`src/rtl/core/ppt_pkg.sv`:
```
// Shared types and constants for the pedal plausibility / torque command block.
// Holds controller states, command/status structs, register indexes and reset values.
// No dependencies.
package ppt_pkg;

  localparam int PRESSURE_FULL_SCALE_DEF = 3000;
  localparam int PEDAL_SKEW_DEF          = 10;
  localparam int DEADBAND_DEF            = 10;

  localparam int RAW_W     = 10;
  localparam int SCL_W     = 8;
  localparam int BP_W      = 12;
  localparam int TQ_W      = 16;
  localparam int CFG_W     = 16;
  localparam int CFG_IDX_W = 3;
  localparam int LIM_W     = 12;
  localparam int GAIN_W    = 16;
  localparam int NUM_W     = RAW_W + SCL_W;
  localparam int DIVD_W    = 24;
  localparam int QUO_W     = 16;
  localparam int CNT_W     = 5;
  localparam int PROD_W    = 32;

  localparam int SCALE_MAX     = 255;
  localparam int TORQUE_SCALE  = 10;
  localparam int TRAVEL_FACTOR = 4;
  localparam int ADC_SHIFT     = 10;

  localparam logic [CNT_W-1:0] PEDAL_STEPS  = CNT_W'(SCL_W);
  localparam logic [CNT_W-1:0] TORQUE_STEPS = CNT_W'(QUO_W);

  localparam logic [RAW_W-1:0]  RST_FIRST_LOW   = RAW_W'(189);
  localparam logic [RAW_W-1:0]  RST_FIRST_HIGH  = RAW_W'(849);
  localparam logic [RAW_W-1:0]  RST_SECOND_LOW  = RAW_W'(50);
  localparam logic [RAW_W-1:0]  RST_SECOND_HIGH = RAW_W'(417);
  localparam logic [LIM_W-1:0]  RST_TORQUE_LIM  = LIM_W'(50);
  localparam logic [LIM_W-1:0]  RST_COAST       = LIM_W'(10);
  localparam logic [GAIN_W-1:0] RST_GAIN        = GAIN_W'(0);
  localparam logic [GAIN_W-1:0] RST_TRIP_LEVEL  = GAIN_W'(500);

  typedef enum logic [CFG_IDX_W-1:0] {
    CFG_FIRST_LOW,
    CFG_FIRST_HIGH,
    CFG_SECOND_LOW,
    CFG_SECOND_HIGH,
    CFG_TORQUE_LIM,
    CFG_COAST,
    CFG_GAIN,
    CFG_TRIP_LEVEL
  } cfg_idx_t;

  typedef enum logic [1:0] {
    SEL_PEDAL0,
    SEL_PEDAL1,
    SEL_TORQUE
  } div_sel_t;

  typedef enum logic [3:0] {
    S_IDLE,
    S_P0_GO,
    S_P0_WAIT,
    S_P1_GO,
    S_P1_WAIT,
    S_FAULT,
    S_MUL,
    S_TQ_GO,
    S_TQ_WAIT,
    S_FINISH
  } state_t;

  typedef struct packed {
    logic     load_in;
    logic     div_start;
    div_sel_t div_sel;
    logic     store_s0;
    logic     store_s1;
    logic     fault_eval;
    logic     mul_go;
    logic     out_load;
  } cmd_t;

  typedef struct packed {
    logic div_busy;
    logic drive;
  } sts_t;

endpackage

```
`src/rtl/core/ppt_div.sv`:
```
// Shared restoring divider, one quotient bit per cycle.
// Divisor arrives pre-shifted to the top quotient bit. Uses ppt_pkg.
module ppt_div (
  input  logic                         clk,
  input  logic                         rst_n,
  input  logic                         start,
  input  logic [ppt_pkg::DIVD_W-1:0]   dividend,
  input  logic [ppt_pkg::DIVD_W-1:0]   divisor_sh,
  input  logic [ppt_pkg::CNT_W-1:0]    steps,
  output logic                         busy,
  output logic [ppt_pkg::QUO_W-1:0]    quotient
);
  import ppt_pkg::*;

  logic [DIVD_W-1:0] rem_r, rem_nxt;
  logic [DIVD_W-1:0] dsh_r, dsh_nxt;
  logic [QUO_W-1:0]  quo_r, quo_nxt;
  logic [CNT_W-1:0]  cnt_r, cnt_nxt;
  logic              ge;

  assign ge = (rem_r >= dsh_r);

  always_comb begin
    rem_nxt = rem_r;
    dsh_nxt = dsh_r;
    quo_nxt = quo_r;
    cnt_nxt = cnt_r;
    if (start) begin
      rem_nxt = dividend;
      dsh_nxt = divisor_sh;
      quo_nxt = '0;
      cnt_nxt = steps;
    end else if (cnt_r != '0) begin
      rem_nxt = ge ? (rem_r - dsh_r) : rem_r;
      dsh_nxt = dsh_r >> 1;
      quo_nxt = {quo_r[QUO_W-2:0], ge};
      cnt_nxt = cnt_r - CNT_W'(1);
    end
  end

  always_ff @(posedge clk) begin
    if (!rst_n) begin
      cnt_r <= '0;
    end else begin
      cnt_r <= cnt_nxt;
    end
  end

  always_ff @(posedge clk) begin
    rem_r <= rem_nxt;
    dsh_r <= dsh_nxt;
    quo_r <= quo_nxt;
  end

  assign busy     = (cnt_r != '0);
  assign quotient = quo_r;

endmodule

```
`src/rtl/core/ppt_dp.sv`:
```
// Datapath: config registers, sample registers, pedal scaling, fault checks,
// torque multiply/divide, brake scaling and trip latch. Uses ppt_pkg and ppt_div.
module ppt_dp #(
  parameter int PRESSURE_FULL_SCALE = ppt_pkg::PRESSURE_FULL_SCALE_DEF,
  parameter int PEDAL_SKEW          = ppt_pkg::PEDAL_SKEW_DEF,
  parameter int DEADBAND            = ppt_pkg::DEADBAND_DEF
) (
  input  logic                             clk,
  input  logic                             rst_n,
  input  ppt_pkg::cmd_t                    cmd,
  output ppt_pkg::sts_t                    sts,
  input  logic                             cfg_we,
  input  logic [ppt_pkg::CFG_IDX_W-1:0]    cfg_index,
  input  logic [ppt_pkg::CFG_W-1:0]        cfg_wdata,
  input  logic [ppt_pkg::RAW_W-1:0]        in_first_pedal_raw,
  input  logic [ppt_pkg::RAW_W-1:0]        in_second_pedal_raw,
  input  logic [ppt_pkg::RAW_W-1:0]        in_first_brake_raw,
  input  logic [ppt_pkg::RAW_W-1:0]        in_second_brake_raw,
  input  logic [15:0]                      in_front_pressure,
  input  logic                             in_drive_ready,
  output logic [ppt_pkg::SCL_W-1:0]        out_first_pedal_scaled,
  output logic [ppt_pkg::SCL_W-1:0]        out_second_pedal_scaled,
  output logic [ppt_pkg::BP_W-1:0]         out_first_brake_pressure,
  output logic [ppt_pkg::BP_W-1:0]         out_second_brake_pressure,
  output logic                             out_brake_tripped,
  output logic signed [ppt_pkg::TQ_W-1:0]  out_torque_command,
  output logic                             out_ready_echo
);
  import ppt_pkg::*;

  localparam int BM_W = RAW_W + 16;
  localparam logic [RAW_W:0]      TRAVEL_MARGIN = (RAW_W+1)'(TRAVEL_FACTOR * PEDAL_SKEW);
  localparam logic [SCL_W:0]      SKEW_LIM      = (SCL_W+1)'(PEDAL_SKEW);
  localparam logic [SCL_W-1:0]    DB_LVL        = SCL_W'(DEADBAND);
  localparam logic [SCL_W-1:0]    TQ_DIV        = SCL_W'(SCALE_MAX - DEADBAND);
  localparam logic [BM_W-1:0]     PFS           = BM_W'(PRESSURE_FULL_SCALE);

  // configuration
  logic [RAW_W-1:0]  lo0_r, hi0_r, lo1_r, hi1_r;
  logic [LIM_W-1:0]  tlim_r, coast_r;
  logic [GAIN_W-1:0] gain_r, trip_lvl_r;

  // sample registers
  logic [RAW_W-1:0] p0_r, p1_r, b0_r, b1_r;
  logic [15:0]      front_r;
  logic             ready_r;

  // pedal scaling
  logic [RAW_W-1:0]  raw, lo, hi;
  logic [RAW_W:0]    dn, dd;
  logic [RAW_W-1:0]  dn_mag, dd_mag;
  logic [NUM_W-1:0]  num_mag;
  logic              pz, pov;
  logic              pz_r, pov_r;
  logic [SCL_W-1:0]  sres;
  logic [SCL_W-1:0]  s0_r, s1_r;

  // fault / average
  logic             travel, mismatch, bad;
  logic [SCL_W-1:0] f0, f1, avg;
  logic [SCL_W-1:0] sf0_r, sf1_r, avg_r;
  logic             drive_r;

  // torque
  logic [LIM_W-1:0]  dmul;
  logic [15:0]       mul_a, mul_b;
  logic [PROD_W-1:0] prod_r;
  logic [PROD_W:0]   regen_mag;
  logic [TQ_W-1:0]   tq;

  // divider
  logic [DIVD_W-1:0] div_dividend, div_divisor;
  logic [CNT_W-1:0]  div_steps;
  logic              div_busy;
  logic [QUO_W-1:0]  quotient;

  // brakes
  logic [BM_W-1:0]  bm0, bm1;
  logic [15:0]      bp0, bp1;
  logic [16:0]      bp_sum;
  logic             trip_r, trip_nxt;

  always_ff @(posedge clk) begin
    if (!rst_n) begin
      lo0_r      <= RST_FIRST_LOW;
      hi0_r      <= RST_FIRST_HIGH;
      lo1_r      <= RST_SECOND_LOW;
      hi1_r      <= RST_SECOND_HIGH;
      tlim_r     <= RST_TORQUE_LIM;
      coast_r    <= RST_COAST;
      gain_r     <= RST_GAIN;
      trip_lvl_r <= RST_TRIP_LEVEL;
    end else if (cfg_we) begin
      unique case (cfg_idx_t'(cfg_index))
        CFG_FIRST_LOW:   lo0_r      <= cfg_wdata[RAW_W-1:0];
        CFG_FIRST_HIGH:  hi0_r      <= cfg_wdata[RAW_W-1:0];
        CFG_SECOND_LOW:  lo1_r      <= cfg_wdata[RAW_W-1:0];
        CFG_SECOND_HIGH: hi1_r      <= cfg_wdata[RAW_W-1:0];
        CFG_TORQUE_LIM:  tlim_r     <= cfg_wdata[LIM_W-1:0];
        CFG_COAST:       coast_r    <= cfg_wdata[LIM_W-1:0];
        CFG_GAIN:        gain_r     <= cfg_wdata[GAIN_W-1:0];
        CFG_TRIP_LEVEL:  trip_lvl_r <= cfg_wdata[GAIN_W-1:0];
        default:         lo0_r      <= lo0_r;
      endcase
    end
  end

  always_ff @(posedge clk) begin
    if (cmd.load_in) begin
      p0_r    <= in_first_pedal_raw;
      p1_r    <= in_second_pedal_raw;
      b0_r    <= in_first_brake_raw;
      b1_r    <= in_second_brake_raw;
      front_r <= in_front_pressure;
      ready_r <= in_drive_ready;
    end
  end

  always_comb begin
    unique case (cmd.div_sel)
      SEL_PEDAL1: begin
        raw = p1_r;
        lo  = lo1_r;
        hi  = hi1_r;
      end
      default: begin
        raw = p0_r;
        lo  = lo0_r;
        hi  = hi0_r;
      end
    endcase
  end

  assign dn      = {1'b0, raw} - {1'b0, lo};
  assign dd      = {1'b0, hi} - {1'b0, lo};
  assign dn_mag  = dn[RAW_W] ? RAW_W'(~dn + (RAW_W+1)'(1)) : dn[RAW_W-1:0];
  assign dd_mag  = dd[RAW_W] ? RAW_W'(~dd + (RAW_W+1)'(1)) : dd[RAW_W-1:0];
  assign num_mag = {dn_mag, {SCL_W{1'b0}}} - {{SCL_W{1'b0}}, dn_mag};
  // zero range, or a negative ratio, clamps to zero
  assign pz      = (dd == '0) || (dn[RAW_W] != dd[RAW_W]);
  assign pov     = (num_mag >= {dd_mag, {SCL_W{1'b0}}});

  always_comb begin
    if (cmd.div_sel == SEL_TORQUE) begin
      div_dividend = prod_r[DIVD_W-1:0];
      div_divisor  = DIVD_W'({TQ_DIV, {(QUO_W-1){1'b0}}});
      div_steps    = TORQUE_STEPS;
    end else begin
      div_dividend = DIVD_W'(num_mag);
      div_divisor  = DIVD_W'({dd_mag, {(SCL_W-1){1'b0}}});
      div_steps    = PEDAL_STEPS;
    end
  end

  ppt_div u_div (
    .clk        (clk),
    .rst_n      (rst_n),
    .start      (cmd.div_start),
    .dividend   (div_dividend),
    .divisor_sh (div_divisor),
    .steps      (div_steps),
    .busy       (div_busy),
    .quotient   (quotient)
  );

  assign sres = pz_r ? '0 : (pov_r ? SCL_W'(SCALE_MAX) : quotient[SCL_W-1:0]);

  always_ff @(posedge clk) begin
    if (cmd.div_start && (cmd.div_sel != SEL_TORQUE)) begin
      pz_r  <= pz;
      pov_r <= pov;
    end
    if (cmd.store_s0) begin
      s0_r <= sres;
    end
    if (cmd.store_s1) begin
      s1_r <= sres;
    end
  end

  assign travel   = (p0_r < lo0_r) || ({1'b0, p0_r} > ({1'b0, hi0_r} + TRAVEL_MARGIN)) ||
                    (p1_r < lo1_r) || ({1'b0, p1_r} > ({1'b0, hi1_r} + TRAVEL_MARGIN));
  assign mismatch = ({1'b0, s0_r} > ({1'b0, s1_r} + SKEW_LIM)) ||
                    ({1'b0, s1_r} > ({1'b0, s0_r} + SKEW_LIM));
  assign bad      = travel || mismatch;
  assign f0       = bad ? '0 : s0_r;
  assign f1       = bad ? '0 : s1_r;
  assign avg      = {1'b0, f0[SCL_W-1:1]} + {1'b0, f1[SCL_W-1:1]};

  always_ff @(posedge clk) begin
    if (cmd.fault_eval) begin
      sf0_r   <= f0;
      sf1_r   <= f1;
      avg_r   <= avg;
      drive_r <= (avg >= DB_LVL);
    end
  end

  assign dmul = LIM_W'({{(LIM_W-SCL_W){1'b0}}, avg_r - DB_LVL} * LIM_W'(TORQUE_SCALE));

  always_comb begin
    if (drive_r) begin
      mul_a = 16'(dmul);
      mul_b = 16'(tlim_r);
    end else begin
      mul_a = gain_r;
      mul_b = front_r;
    end
  end

  always_ff @(posedge clk) begin
    if (cmd.mul_go) begin
      prod_r <= PROD_W'(mul_a) * PROD_W'(mul_b);
    end
  end

  assign regen_mag = {1'b0, prod_r} + (PROD_W+1)'(coast_r * 16'(TORQUE_SCALE));

  always_comb begin
    if (!ready_r) begin
      tq = '0;
    end else if (drive_r) begin
      tq = quotient[QUO_W-1] ? {1'b0, {(TQ_W-1){1'b1}}} : TQ_W'(quotient);
    end else if (regen_mag > (PROD_W+1)'(32768)) begin
      tq = {1'b1, {(TQ_W-1){1'b0}}};
    end else begin
      tq = TQ_W'(~regen_mag[TQ_W-1:0] + TQ_W'(1));
    end
  end

  assign bm0      = {{(BM_W-RAW_W){1'b0}}, b0_r} * PFS;
  assign bm1      = {{(BM_W-RAW_W){1'b0}}, b1_r} * PFS;
  assign bp0      = bm0[BM_W-1:ADC_SHIFT];
  assign bp1      = bm1[BM_W-1:ADC_SHIFT];
  assign bp_sum   = {1'b0, bp0} + {1'b0, bp1};
  assign trip_nxt = trip_r || (bp_sum[16:1] > trip_lvl_r);

  always_ff @(posedge clk) begin
    if (!rst_n) begin
      trip_r <= 1'b0;
    end else if (cmd.out_load) begin
      trip_r <= trip_nxt;
    end
  end

  always_ff @(posedge clk) begin
    if (cmd.out_load) begin
      out_first_pedal_scaled    <= sf0_r;
      out_second_pedal_scaled   <= sf1_r;
      out_first_brake_pressure  <= (bp0[15:BP_W] != '0) ? {BP_W{1'b1}} : bp0[BP_W-1:0];
      out_second_brake_pressure <= (bp1[15:BP_W] != '0) ? {BP_W{1'b1}} : bp1[BP_W-1:0];
      out_brake_tripped         <= trip_nxt;
      out_torque_command        <= signed'(tq);
      out_ready_echo            <= ready_r;
    end
  end

  assign sts.div_busy = div_busy;
  assign sts.drive    = drive_r;

endmodule

```
`src/rtl/core/ppt_ctrl.sv`:
```
// Controller FSM: sequences two pedal divisions, fault check, multiply,
// optional torque division and the output register handshake. Uses ppt_pkg.
module ppt_ctrl (
  input  logic          clk,
  input  logic          rst_n,
  input  logic          in_valid,
  output logic          in_ready,
  output logic          out_valid,
  input  logic          out_ready,
  input  ppt_pkg::sts_t sts,
  output ppt_pkg::cmd_t cmd
);
  import ppt_pkg::*;

  state_t state_r, state_nxt;
  logic   out_valid_r, out_valid_nxt;
  logic   out_free;

  assign out_free = !out_valid_r || out_ready;

  always_comb begin
    state_nxt = state_r;
    unique case (state_r)
      S_IDLE:    if (in_valid) state_nxt = S_P0_GO;
      S_P0_GO:   state_nxt = S_P0_WAIT;
      S_P0_WAIT: if (!sts.div_busy) state_nxt = S_P1_GO;
      S_P1_GO:   state_nxt = S_P1_WAIT;
      S_P1_WAIT: if (!sts.div_busy) state_nxt = S_FAULT;
      S_FAULT:   state_nxt = S_MUL;
      S_MUL:     state_nxt = sts.drive ? S_TQ_GO : S_FINISH;
      S_TQ_GO:   state_nxt = S_TQ_WAIT;
      S_TQ_WAIT: if (!sts.div_busy) state_nxt = S_FINISH;
      S_FINISH:  if (out_free) state_nxt = S_IDLE;
      default:   state_nxt = S_IDLE;
    endcase
  end

  always_comb begin
    cmd         = '0;
    cmd.div_sel = SEL_PEDAL0;
    in_ready    = 1'b0;
    unique case (state_r)
      S_IDLE: begin
        in_ready    = 1'b1;
        cmd.load_in = in_valid;
      end
      S_P0_GO: begin
        cmd.div_start = 1'b1;
      end
      S_P0_WAIT: begin
        cmd.store_s0 = !sts.div_busy;
      end
      S_P1_GO: begin
        cmd.div_sel   = SEL_PEDAL1;
        cmd.div_start = 1'b1;
      end
      S_P1_WAIT: begin
        cmd.div_sel  = SEL_PEDAL1;
        cmd.store_s1 = !sts.div_busy;
      end
      S_FAULT: begin
        cmd.fault_eval = 1'b1;
      end
      S_MUL: begin
        cmd.mul_go = 1'b1;
      end
      S_TQ_GO: begin
        cmd.div_sel   = SEL_TORQUE;
        cmd.div_start = 1'b1;
      end
      S_TQ_WAIT: begin
        cmd.div_sel = SEL_TORQUE;
      end
      S_FINISH: begin
        cmd.div_sel  = SEL_TORQUE;
        cmd.out_load = out_free;
      end
      default: begin
        in_ready = 1'b0;
      end
    endcase
  end

  always_comb begin
    out_valid_nxt = out_valid_r;
    if (cmd.out_load) begin
      out_valid_nxt = 1'b1;
    end else if (out_ready) begin
      out_valid_nxt = 1'b0;
    end
  end

  always_ff @(posedge clk) begin
    if (!rst_n) begin
      state_r     <= S_IDLE;
      out_valid_r <= 1'b0;
    end else begin
      state_r     <= state_nxt;
      out_valid_r <= out_valid_nxt;
    end
  end

  assign out_valid = out_valid_r;

endmodule

```
`src/rtl/core/pedal_plausibility_torque_command_unit.sv`:
```
// Pedal plausibility check and torque command, top level.
// Transactions are taken one at a time and run through the shared bit-serial divider:
// two 8-step pedal divisions, plus a 16-step torque division when driving.
// The result register frees the input side: a new transaction is taken while it waits.
// Synchronous active-low reset restores config defaults and clears the brake trip latch.
module pedal_plausibility_torque_command_unit #(
  parameter int PRESSURE_FULL_SCALE = ppt_pkg::PRESSURE_FULL_SCALE_DEF,
  parameter int PEDAL_SKEW          = ppt_pkg::PEDAL_SKEW_DEF,
  parameter int DEADBAND            = ppt_pkg::DEADBAND_DEF
) (
  input  logic                             clk,
  input  logic                             rst_n,
  input  logic                             cfg_we,
  input  logic [ppt_pkg::CFG_IDX_W-1:0]    cfg_index,
  input  logic [ppt_pkg::CFG_W-1:0]        cfg_wdata,
  input  logic                             in_valid,
  output logic                             in_ready,
  input  logic [ppt_pkg::RAW_W-1:0]        in_first_pedal_raw,
  input  logic [ppt_pkg::RAW_W-1:0]        in_second_pedal_raw,
  input  logic [ppt_pkg::RAW_W-1:0]        in_first_brake_raw,
  input  logic [ppt_pkg::RAW_W-1:0]        in_second_brake_raw,
  input  logic [15:0]                      in_front_pressure,
  input  logic                             in_drive_ready,
  output logic                             out_valid,
  input  logic                             out_ready,
  output logic [ppt_pkg::SCL_W-1:0]        out_first_pedal_scaled,
  output logic [ppt_pkg::SCL_W-1:0]        out_second_pedal_scaled,
  output logic [ppt_pkg::BP_W-1:0]         out_first_brake_pressure,
  output logic [ppt_pkg::BP_W-1:0]         out_second_brake_pressure,
  output logic                             out_brake_tripped,
  output logic signed [ppt_pkg::TQ_W-1:0]  out_torque_command,
  output logic                             out_ready_echo
);
  import ppt_pkg::*;

  cmd_t cmd;
  sts_t sts;

  ppt_ctrl u_ctrl (
    .clk       (clk),
    .rst_n     (rst_n),
    .in_valid  (in_valid),
    .in_ready  (in_ready),
    .out_valid (out_valid),
    .out_ready (out_ready),
    .sts       (sts),
    .cmd       (cmd)
  );

  ppt_dp #(
    .PRESSURE_FULL_SCALE (PRESSURE_FULL_SCALE),
    .PEDAL_SKEW          (PEDAL_SKEW),
    .DEADBAND            (DEADBAND)
  ) u_dp (
    .clk                       (clk),
    .rst_n                     (rst_n),
    .cmd                       (cmd),
    .sts                       (sts),
    .cfg_we                    (cfg_we),
    .cfg_index                 (cfg_index),
    .cfg_wdata                 (cfg_wdata),
    .in_first_pedal_raw        (in_first_pedal_raw),
    .in_second_pedal_raw       (in_second_pedal_raw),
    .in_first_brake_raw        (in_first_brake_raw),
    .in_second_brake_raw       (in_second_brake_raw),
    .in_front_pressure         (in_front_pressure),
    .in_drive_ready            (in_drive_ready),
    .out_first_pedal_scaled    (out_first_pedal_scaled),
    .out_second_pedal_scaled   (out_second_pedal_scaled),
    .out_first_brake_pressure  (out_first_brake_pressure),
    .out_second_brake_pressure (out_second_brake_pressure),
    .out_brake_tripped         (out_brake_tripped),
    .out_torque_command        (out_torque_command),
    .out_ready_echo            (out_ready_echo)
  );

endmodule
```
`config.mk`:
```
export PLATFORM = sky130hd
export DESIGN_NAME = pedal_plausibility_torque_command_unit
export DESIGN_NICKNAME = d
export VERILOG_FILES = /design/src/rtl/core/ppt_pkg.sv /design/src/rtl/core/ppt_div.sv /design/src/rtl/core/ppt_dp.sv /design/src/rtl/core/ppt_ctrl.sv /design/src/rtl/core/pedal_plausibility_torque_command_unit.sv
export SDC_FILE = /design/constraint.sdc
export NUM_CORES = 2
export LEC_CHECK = 0
export ABC_AREA = 1
export CORE_ASPECT_RATIO = 1.5
export CORE_UTILIZATION = 70
export CTS_CLUSTER_DIAMETER = 50
export DETAILED_ROUTE_END_ITERATION = 16
export DONT_BUFFER_PORTS = 1
export GPL_TIMING_DRIVEN = 0
export PLACE_DENSITY = 0.94
export SYNTH_ARGS = -nofsm -noshare
export SYNTH_HDL_FRONTEND = slang
export SYNTH_HIERARCHICAL = 1
export SYNTH_SLANG_ARGS = --single-unit
```
`constraint.sdc`:
```
create_clock -name clk -period 12.15 [get_ports clk]
set_input_delay 0.6075 -clock clk [delete_from_list [all_inputs] [get_ports clk]]
set_output_delay 0.6075 -clock clk [all_outputs]
set_load 0.05 [all_outputs]
```
==> results.md <==
- HPWL Detailed: 84890 um
- Final critical-path share of the clock period: ~80%
- Length of the first detailed-routing pass in iterations: 8
- Instance count on the critical path: 38
- Initial antenna violation count: 2
- Kind of path behind the tightest hold check: input pin to flip-flop
- Sum of negative setup slack: 0 ns
- Proportion of synthesized chip area in sequential cells: about 27%
- CTS tree: done
- Layout filler cell count: around 3500
- Number of nets at the end of the flow: just over 5000
- Status: completed
- Routed length per placed instance: roughly 21 um
- Cell type with the highest occurrence count on the critical path: inv_1
- CTS Hold Buffers Added: 0
- Sink count of the clock tree: between 300 and 400
- Gpl congestion: about 1.1
- Share of cells above drive strength 1: under 10%
- Number of enable flip-flop cells after synthesis: about 240
- Synthesis-to-finish area growth: 6.437%
- Number of vias per cell: between 6 and 7
- CP Buf/Inv Count: 8
- Starting density of the core: approximately 70%
- Overall track demand over capacity in global routing: about 44%
- Family with the most delay on the worst path: adder cells
- ANT nets after route: 0
- Number of design-rule violations left by the first detailed-router iteration: ~3200
- Stage delay of the slowest cell on the critical path: about 0.6 ns
- Placed Instance Area: roughly 36000 um2
- Post-CTS Setup Repair Bufs: 0
- Total CTS buffers: 41
- Area of all placed cells without fillers: ~38000 um2
- Insertion delay to the later sink of the worst-skew pair: ~0.6 ns
- Least setup slack across all paths after layout: roughly 2.5 ns
- Worst endpoint data arrival time: between 10 and 15 ns
- Max-slew violation count: 0
- Distinct cells, synth: between 60 and 70
- Maximum clock path buffer count: 3
- Die height: roughly 280 um
- Pin count of the biggest net entering global routing: 60
- Via count: about 31000
- Final critical delay including setup and external delays: about 9.7 ns
- First-pass GRT wire length: ~170000 um
- Clock root cell: clkbuf_16
- Worst Hold Depth: 0
- Horizontal extent of the die: ~190 um
- Clock skew after layout: approximately 0.021 ns
- Rel. slew slack: between 10% and 20%
- Die Footprint: around 52000 um2
- Synthesized instance count: 4384
- Syn Area/Cell: 8.078 um2
- Synth async-reset ratio: 0%
- Dominant register cell in the synthesized netlist: edfxtp_1
- Crit end category: flip-flop
- Crit path max fanout: 10
- Worst setup timing slack at the placement stage: ~2.8 ns
- Setup Crit Path Kind: flip-flop to flip-flop
- Count of input and output buffers: 0
- Count of unresolved DRC violations after routing: 0
- Post-synthesis instance area: 35410 um2
- Cell row count: 100
- Worst-Margin Slew: around 1.3 ns
- Synth Warn #: 6
- Quantity of gates resized following cts: 0
- Required @ worst endpoint: between 10 and 15 ns
- Number of global-route vias before repair: approximately 33000
- FF-to-FF path depth: 38
- Max capacitance violation total: 0
- Core Region: 49800 um2
- Setup violators final: 0
- Highest-delay cell along the critical path: fa_1
- Final worst hold slack: 0.1060 ns
- Final count of hold timing violations: 0
- Post-CTS clock slew at the launch and capture registers of the worst setup and hold paths: 0.07 ns
- Leftover overflow at the end of global routing: 0
- Number of register bits inferred by synthesis: approximately 360
- I/O pin count: 141
- Maximum clock rate: roughly 100 MHz
- Unrepaired setup endpoints after global routing: false
- Total wire length after detailed routing: 110000 um
- H-tree lvl count: 2
- CP Launch Type: flip-flop
==> logic make-up (layout without fill, tap and decap cells) <==
group           after synthesis  count (layout)  share of synthesized area, %
simple gates               1727            1727                         20.98
buf+inv                     951            1028                         10.21
fa+ha+maj                   671             671                         29.56
compound gates              520             520                         8.214
flops                       361             361                         27.13
xor+xnor                    143             143                         3.579
mux                          10              10                        0.3145
other cells                   1              13                       0.01059
==> through the flow <==
stage,util (%),std cells
final,75.69,5136
after global routing,75.69,5135
after CTS,75.69,5135
after detailed placement,72.97,5060
after global placement,72.86,5058
after floorplan,-,4395
==> layout make-up <==
| cell class | instances | area [um2] | share of cell area [%] |
|---|---|---|---|
| multi-input combinational | 3083 | 22240 | 59.00 |
| sequential | 361 | 9609 | 25.49 |
| inverter | 882 | 3313 | 8.790 |
| clock buffer | 48 | 1062 | 2.818 |
| tap | 663 | 829.5 | 2.201 |
| buffer | 69 | 301.5 | 0.8000 |
| clock inverter | 27 | 289.0 | 0.7668 |
| timing repair buffer | 2 | 47.55 | 0.1261 |
| antenna | 1 | 2.502 | 0.006639 |
==> Yosys cell counts (8+ instances only) <==
cell type | number | area (um2)
fa_1 | 276 | 5525
o211ai_1 | 19 | 142.6
nand2_1 | 928 | 3483
a21oi_2 | 13 | 113.9
and2_1 | 12 | 75.07
nand2_2 | 26 | 162.7
a21oi_1 | 185 | 925.9
o22ai_1 | 15 | 93.84
or2_2 | 18 | 112.6
a31oi_1 | 8 | 50.05
inv_2 | 8 | 30.03
nor2_4 | 8 | 90.09
ha_1 | 395 | 4942
o21bai_1 | 15 | 112.6
o21ai_0 | 205 | 1026
nor2_2 | 15 | 93.84
mux2_2 | 9 | 101.4
xnor2_1 | 45 | 394.1
nor2_1 | 411 | 1543
nand3_2 | 13 | 130.1
nand4_1 | 42 | 262.8
nand3_1 | 165 | 825.8
nor3_1 | 34 | 170.2
o31ai_1 | 8 | 60.06
xor2_1 | 96 | 840.8
clkbuf_1 | 53 | 198.9
a21o_1 | 12 | 90.09
nand3b_1 | 21 | 157.7
nand2_4 | 10 | 112.6
a211oi_1 | 9 | 67.56
dfxtp_1 | 123 | 2462
edfxtp_1 | 238 | 7147
o21ai_1 | 9 | 45.04
inv_1 | 868 | 3258
==> metal layers <==
metal	vias to the layer above	part of all wire, %	GRT usage, %
met5	-	0.024	0
met4	4	12	44.01
met3	830	9.5	11.62
met2	2031	48	73.63
met1	14460	31	42.57
li1	14040	-	-
==> sequential cells by signal (all words and copies together) (netlist names), 16 cells and up <==
signal,flops
u_dp/front_r,16
u_dp/gain_r,16
u_dp/out_torque_command,16
u_dp/prod_r,32
u_dp/trip_lvl_r,16
u_dp/u_div/dsh_r,24
u_dp/u_div/quotient,16
u_dp/u_div/rem_r,24
==> final timing paths <==
kind                                         startpoint  slack, ns                                         to
worst max-delay path            u_dp/avg_r[1]$_DFFE_PP_       2.45                  u_dp/prod_r[30]$_DFFE_PP_
worst min register to register  u_dp/sf1_r[6]$_DFFE_PP_       0.42  u_dp/out_second_pedal_scaled[6]$_DFFE_PP_
worst min-delay path             in_second_brake_raw[5]       0.11                     u_dp/b1_r[5]$_DFFE_PP_
worst max register to register  u_dp/avg_r[1]$_DFFE_PP_       2.45                  u_dp/prod_r[30]$_DFFE_PP_
==> cells in the final DEF (no fill, tap or decap), types with 9 or more instances in the layout <==
cell	synthesis	final
xor2_1	96	96
ha_1	395	395
nand3_2	13	13
dfxtp_1	123	123
a21oi_2	13	13
nor2_4	8	9
o21ai_0	205	205
nand3b_1	21	21
mux2_2	9	9
nor3_1	34	34
and2_1	12	12
nor2_1	411	410
conb_1	1	12
nor2_2	15	15
or2_2	18	18
o21ai_1	9	9
xnor2_1	45	45
o211ai_1	19	19
o21bai_1	15	15
a211oi_1	9	9
nand4_1	42	42
inv_1	868	868
clkbuf_16	0	41
o22ai_1	15	15
nand2_2	26	26
nand2_4	10	10
nand3_1	165	165
a21oi_1	185	185
a21o_1	12	12
clkbuf_1	53	59
nand2_1	928	928
fa_1	276	276
edfxtp_1	238	238
Power is left out: the tool's default activity adds up to more than one toggle a clock period on the data nets, which glitch-free logic cannot reach.
